### config.mk
export PLATFORM = sky130hd
export DESIGN_NAME = swt_ram
export DESIGN_NICKNAME = d
export VERILOG_FILES = /design/src/rtl/swt_ram.sv
export SDC_FILE = /design/constraint.sdc
export NUM_CORES = 1
export LEC_CHECK = 0
export BUFFER_PORTS_ARGS = -buffer_cell sky130_fd_sc_hd__clkbuf_2
export CELL_PAD_IN_SITES_DETAIL_PLACEMENT = 1
export CELL_PAD_IN_SITES_GLOBAL_PLACEMENT = 2
export CORE_MARGIN = 3
export CORE_UTILIZATION = 32
export CTS_BUF_LIST = sky130_fd_sc_hd__clkbuf_8 sky130_fd_sc_hd__clkbuf_16
export CTS_CLUSTER_DIAMETER = 200
export DETAILED_ROUTE_END_ITERATION = 16
export PLACE_DENSITY = 0.78
export RECOVER_POWER = 50
export SLEW_MARGIN = 20
export SYNTH_ARGS = -nofsm -noshare
export SYNTH_HDL_FRONTEND = slang
export SYNTH_SLANG_ARGS = --single-unit
### constraint.sdc
create_clock -name clk -period 0.87 [get_ports clk]
set_input_delay 0.087 -clock clk [delete_from_list [all_inputs] [get_ports clk]]
set_output_delay 0.087 -clock clk [all_outputs]
set_load 0.01 [all_outputs]
### src/rtl/swt_ram.sv
// ----------------------------------------------------------------------------
// swt_ram
// generic single write port ram with registered read
// ----------------------------------------------------------------------------
module swt_ram #(
    parameter int WIDTH = 8,
    parameter int DEPTH = 2
) (
    input  logic                     clk,
    input  logic                     we,
    input  logic [$clog2(DEPTH)-1:0] waddr,
    input  logic [WIDTH-1:0]         wdata,
    input  logic [$clog2(DEPTH)-1:0] raddr,
    output logic [WIDTH-1:0]         rdata
);

    logic [WIDTH-1:0] store_mem [DEPTH];
    logic [WIDTH-1:0] rdata_reg;

    always_ff @(posedge clk)
    begin
        if (we)
        begin
            store_mem[waddr] <= wdata;
        end
        rdata_reg <= store_mem[raddr];
    end

    assign rdata = rdata_reg;

endmodule

# ---- After elaboration in Yosys (flattened, before gate mapping)
# Memories as Yosys holds them, arrays and structs flattened. A register that Yosys moved wholly into a read port is not among the register bits.
# Cells that the tools add are included.
dict set report word_totals {
  n_memories 1
  out_inout_bits 8
  reg_bits 0
  input_bits 12
  elab_cells 3
  ram_bits 16
}
dict set report op_classes {
  n_mux 2
}
# name depth word_bits rd rd_ports_with_merged_regs wr line_no
set memory_table {}
lappend memory_table {store_mem 2 8 1 1 1 17} ;# logic [WIDTH-1:0] store_mem [DEPTH];
# operator n
set op_table {}
lappend op_table {{$mux 1} 2}

# ---- Longest topological paths before layout
# Gate-level depths: netlist of the first run.
dict set report logic_depth {
  depth_word 2
  depth_mapped 2
  depth_no_buf 1
}

# ---- Least setup slack after synthesis of the first run
# No wires, ideal clock.
dict set report synth_path {
  kind {input -> register}
  start {input port we}
  end {memory store_mem[0][0] (enable)}
  n_path_buf 0
  slack_ns -0.010
  arrival_ns 0.507
  cell_stages 1
  setup_time_ns 0.373
  required_time_ns 0.497
  cell_sequence {nor2b_1}
}
dict set report synth_via {
  elab_chain_cells 2
}
# element line_no
set synth_lines {}
lappend synth_lines {{start: declaration} 10} ;# input logic we,
lappend synth_lines {{$mux 1} 22} ;# if (we)
lappend synth_lines {{$mux 1 (not written as such)} 24} ;# store_mem[waddr] <= wdata;
lappend synth_lines {{end: declaration} 17}
# No other way between the ends.

# ---- Final worst setup path of the first run
dict set report layout_path {
  start {register rdata_reg[3] (netlist: rdata[3]), read port of store_mem}
  end {output port rdata[3]}
}
# element line_no
set layout_lines {}
lappend layout_lines {{start: declaration} 18} ;# logic [WIDTH-1:0] rdata_reg;
lappend layout_lines {{end: declaration} 14} ;# output logic [WIDTH-1:0] rdata
# No word-level cell between the ends.

==> results of run 1 <==
worst paths after layout:
check	from	end
hold / removal	wdata[6]	store_mem[1][6]
setup / recovery	rdata[3]	rdata[3]
setup reg to reg	store_mem[0][4]	rdata[4]
hold reg to reg	store_mem[0][3]	rdata[3]
kinds of logic after synthesis:
logic type / synth area share
buf+inv: 0.0144
flops: 0.817
mux: 0.153
simple gates: 0.0160
repair_timing:
action | CTS | global route
hold endpoints to repair | 0 | 2
hold buffers | 0 | 1
resized for setup | 0 | 0
per-layer routing:
metal  part of all wire  GRT usage
met1               0.37     0.0871
met3              0.098     0.0561
met5                  0          0
met4              0.011     0.0313
met2               0.52      0.130
layout by cell type (no fill, tap or decap):
master / count
inv_1: 1
edfxtp_1: 16
and2_0: 1
mux2_4: 8
dlygate4sd3_1: 1
buf_12: 1
clkbuf_8: 3
nor2b_1: 1
clkbuf_1: 7
clkbuf_2: 12
dlymetal6s2s_1: 1
dfxtp_1: 8
report_power, final:
| group | total, mW | switching, mW | internal (mW) |
|---|---|---|---|
| registers | 1.33 | 0.0217 | 1.31 |
| clock network | 0.631 | 0.317 | 0.314 |
| logic | 0.176 | 0.0743 | 0.102 |
| total | 2.13 | 0.413 | 1.72 |
area by class of cell:
cell class	count	area (µm²)
Timing Repair Buffer	22	129
Clock buffer	3	41.3
Sequential cell	24	641
Fill cell	224	1290
Multi-Input combinational cell	10	133
Clock inverter	1	3.75
Tap cell	28	35.0
per-stage QoR:
stage / instance area, µm² / power (mW) / hold slack, ps
floorplan: 787 / 1.45 / 186
global placement: 946 / 1.53 / 278
detailed placement: 946 / 1.55 / 280
CTS: 991 / 2.19 / 3.71
global route: 982 / 2.24 / 27.5
finish: 982 / 2.13 / 22.2
==> results.cfg, run 1 <==
[setup_path]
cp.required_ps = 780
path_buf_inv = 1
rr_worst_depth = 1
arrival_ps = 700
crit_path_max_incr_delay_ps = 320
worst-path-stages = 1
r2r_slack_ps = 110
cp_cell_sequence = clkbuf_2
end_kind = output pin
cp-start-kind = flop
path_delay_family = flip-flops
cp_max_fo = 1
critPathKind = reg2out
cpMaxStageDelayCell = dfxtp_1

[hold_path]
hold_class = in2reg
holdPathStages = 1

[synthesis]
synth-seq-area-share = 0.817
yosysWarningCount = 0
synth.top_cells.by_area = edfxtp_1 61%, dfxtp_1 20%, mux2_4 15%
synth_top_area_frac = 0.612
syn_nets = 47
avgSynthCellArea_um2 = 22.4
yosysMostFrequentCell = edfxtp_1
async_reset_ff_frac = 0
synth_cells = 35
synth_common_cells = 16 x edfxtp_1, 8 x dfxtp_1, 8 x mux2_4
synth_top_area_cell = edfxtp_1
synth_edf_count = 16
synth_seq_cells = 24
ys.flop_type = edfxtp_1
netlist_area_um2 = 785
synth_cell_types = 6

[placed_design]
place_ws_ps = 47.0
gp_congestion = 0.567
dp_cells = 83
dp_hpwl_um = 809
place.port_buffers = 19

[sta]
relSlewSlack = 0.723
setup_viol = 0
timing.final.hold_violations = 0
final_max_slew_viol_count = 0
finalSetupTns_ps = 0
fin_skew_ps = 3.64
fin_crit_sh = 0.910
setup_slack_ps = 78.2
rsz0062_at_grt = false
min_period_ps = 792
fmax_mhz = 1260
worst_pin_slew_ps = 415

[grt]
first_global_vias = 384
grt_max_degree = 14
antenna_found_initial = 0
grt_usage = 0.0828
grt_pass1_wl_mm = 1.86
grt-ovfl-total = 0

[clock_network]
root_buffer = clkbuf_8
clk-insertion-delay-late_ps = 260
cts_buffer_depth = 2
clkTransAtPathRegs_ps = 80
cts_made_buffers = 3
cts_tree = built
cts_setup_buffers = 0
cts.sinks = 24
cts_htree_levels = 1

[floorplanning]
start_util = 0.345
die_y_um = 55.5
core_um2 = 2280
die_area_um2 = 3080
num_rows = 17
die_w_um = 55.5
ios = 20

[outcome]
status = complete, no violations

[drt]
drcViolationCount = 0
vias = 374
via_per_inst = 4.25
antenna_left = 0
drtIter0Drc = 3
drtPass1Iterations = 2
wl_mm = 1.10
wl_per_cell_um = 12.5

[finish]
area_growth_pct = 25.2
antenna_cells = 0
fin_cells = 88
largest_register_ffs = 16
fin_util = 0.432
drive_above_1_share = 0.400
final_nets = 73

[pwr]
p_leak_nw = 0.403
ir_drop_v = 0.00137
power.density_nw_per_um2 = 2170

[run]
maxCapViolations = 0
Note: power is estimated with default switching activity, not from simulation.
==> run 2: changes to the inputs <==
--- a/config.mk
+++ b/config.mk
@@ -13,7 +13,7 @@
 export CTS_BUF_LIST = sky130_fd_sc_hd__clkbuf_8 sky130_fd_sc_hd__clkbuf_16
 export CTS_CLUSTER_DIAMETER = 200
 export DETAILED_ROUTE_END_ITERATION = 16
-export PLACE_DENSITY = 0.78
+export PLACE_DENSITY = 0.71
 export RECOVER_POWER = 50
 export SLEW_MARGIN = 20
 export SYNTH_ARGS = -nofsm -noshare
==> results.cfg, run 2 (synthesis gave the netlist of run 1 again) <==
[outcome]
status = complete, no violations

[setup_path]
arrival_ps = 700
cpMaxStageDelayCell = dfxtp_1
path_buf_inv = 1
crit_path_max_incr_delay_ps = 320
critPathKind = reg2out
r2r_slack_ps = 120
cp_max_fo = 1
path_delay_family = flip-flops
cp.required_ps = 780
end_kind = output pin
rr_worst_depth = 1
r2r_end = rdata[1]
cp_cell_sequence = clkbuf_2
r2r-start = store_mem[0][1]
cp-start-kind = flop

[finish]
fill_cells = 232
final_cell_mix = 16 x edfxtp_1, 12 x clkbuf_2, 9 x clkbuf_1
area_growth_pct = 22.5
fin_util = 0.422
multiInputGateArea_um2 = 133
final_nets = 74
seqCellArea_um2 = 641
final_common_cell = edfxtp_1
largest_register_ffs = 16
antenna_cells = 0
drive_above_1_share = 0.377

[drt]
drcViolationCount = 0
topRoutingLayerUsed = met3
drt-met1-wl_um = 463
drtPass1Iterations = 3
antenna_left = 0
vias = 359
wl_per_cell_um = 12.1
wl_met3_um = 81
wl_mm = 1.08
drtIter0Drc = 1
via_per_inst = 4.03
dr_wl_met2_um = 533

[sta]
fin_skew_ps = 3.80
fin_crit_sh = 0.908
fmax_mhz = 1270
relSlewSlack = 0.691
timing.final.hold_violations = 0
min_period_ps = 790
rsz0062_at_grt = false
finalSetupTns_ps = 0
setup_viol = 0
worst_pin_slew_ps = 463
timing.hold.ws_ps = 23.4
final_max_slew_viol_count = 0

[floorplanning]
num_rows = 17
die_y_um = 55.5
start_util = 0.345
ios = 20
die_w_um = 55.5
core_um2 = 2280
die_area_um2 = 3080

[clock_network]
ctsResizeCount = 0
cts.sinks = 24
cts_setup_buffers = 0
root_buffer = clkbuf_8
cts_made_buffers = 3
clkTransAtPathRegs_ps = 80
cts_htree_levels = 1
cts_buffer_depth = 2
cts_tree = built
clk-insertion-delay-late_ps = 260

[hold_path]
hp-start = wdata[4]
holdPathStages = 1
worstHoldEndpoint = store_mem[0][4]
hold_class = in2reg

[grt]
antenna_found_initial = 0
grt-ovfl-total = 0
first_global_vias = 389
grt_max_degree = 14
grt_usage = 0.0770
grt_pass1_wl_mm = 1.75

[pwr]
power.density_nw_per_um2 = 2210
ir_drop_v = 0.00125
total_power_mw = 2.13
p_leak_nw = 0.376

[placed_design]
gp_congestion = 0.588
place.port_buffers = 19

[run]
maxCapViolations = 0
run 2: cell types whose count changed in the layout (fill, tap and decap cells not counted), sizes merged:
| cell | delta |
|---|---|
| dlymetal6s2s | -1 |
| clkbuf | +2 |
| inv | -1 |
| clkinv | +1 |
run 2: layout make-up:
cell class | instances | area share
flip-flops and latches | 24 | 0.667
multi-input cells | 10 | 0.138
repair buffers | 23 | 0.112
clock buffers | 3 | 0.0430
well taps | 28 | 0.0365
clock inverters | 1 | 0.00391
run 2: routing by layer:
metal,GRT usage,up-vias
li1,-,181
met1,0.0875,165
met2,0.115,13
met3,0.0350,0
met4,0.0521,0
met5,0,-
run 2: worst max-delay path by stage:
| stage | from | endpoint | slack (ps) | cells past startpoint |
|---|---|---|---|---|
| final | rdata[3] | rdata[3] | 80 | 1 |
| after floorplan | store_mem[0][0] | rdata[0] | 160 | 1 |
| after global routing | rdata[3] | rdata[3] | 40 | 1 |
| after global placement | raddr | rdata[6] | 60 | 2 |
| after CTS | rdata[3] | rdata[3] | 60 | 1 |
| after detailed placement | raddr | rdata[6] | 60 | 2 |
run 2: repair_timing:
action | in CTS | in global routing
setup endpoints to repair | 0 | 0
hold buffers | 0 | 1
hold endpoints to repair | 0 | 2
run 2: metrics by stage:
stage          instance area (µm²)  setup WS [ps]  instances
3_3_place_gp                   941           57.4         84
2_1_floorplan                  787            159         35
6_report                       961           80.3         89
3_5_place_dp                   941           55.5         84
4_1_cts                        986           62.7         88
5_1_grt                        961           35.9         89
run 2: report_power, final:
part	switching [mW]	internal, mW
Sequential	0.0208	1.31
Clock	0.323	0.315
Combinational	0.0724	0.0921
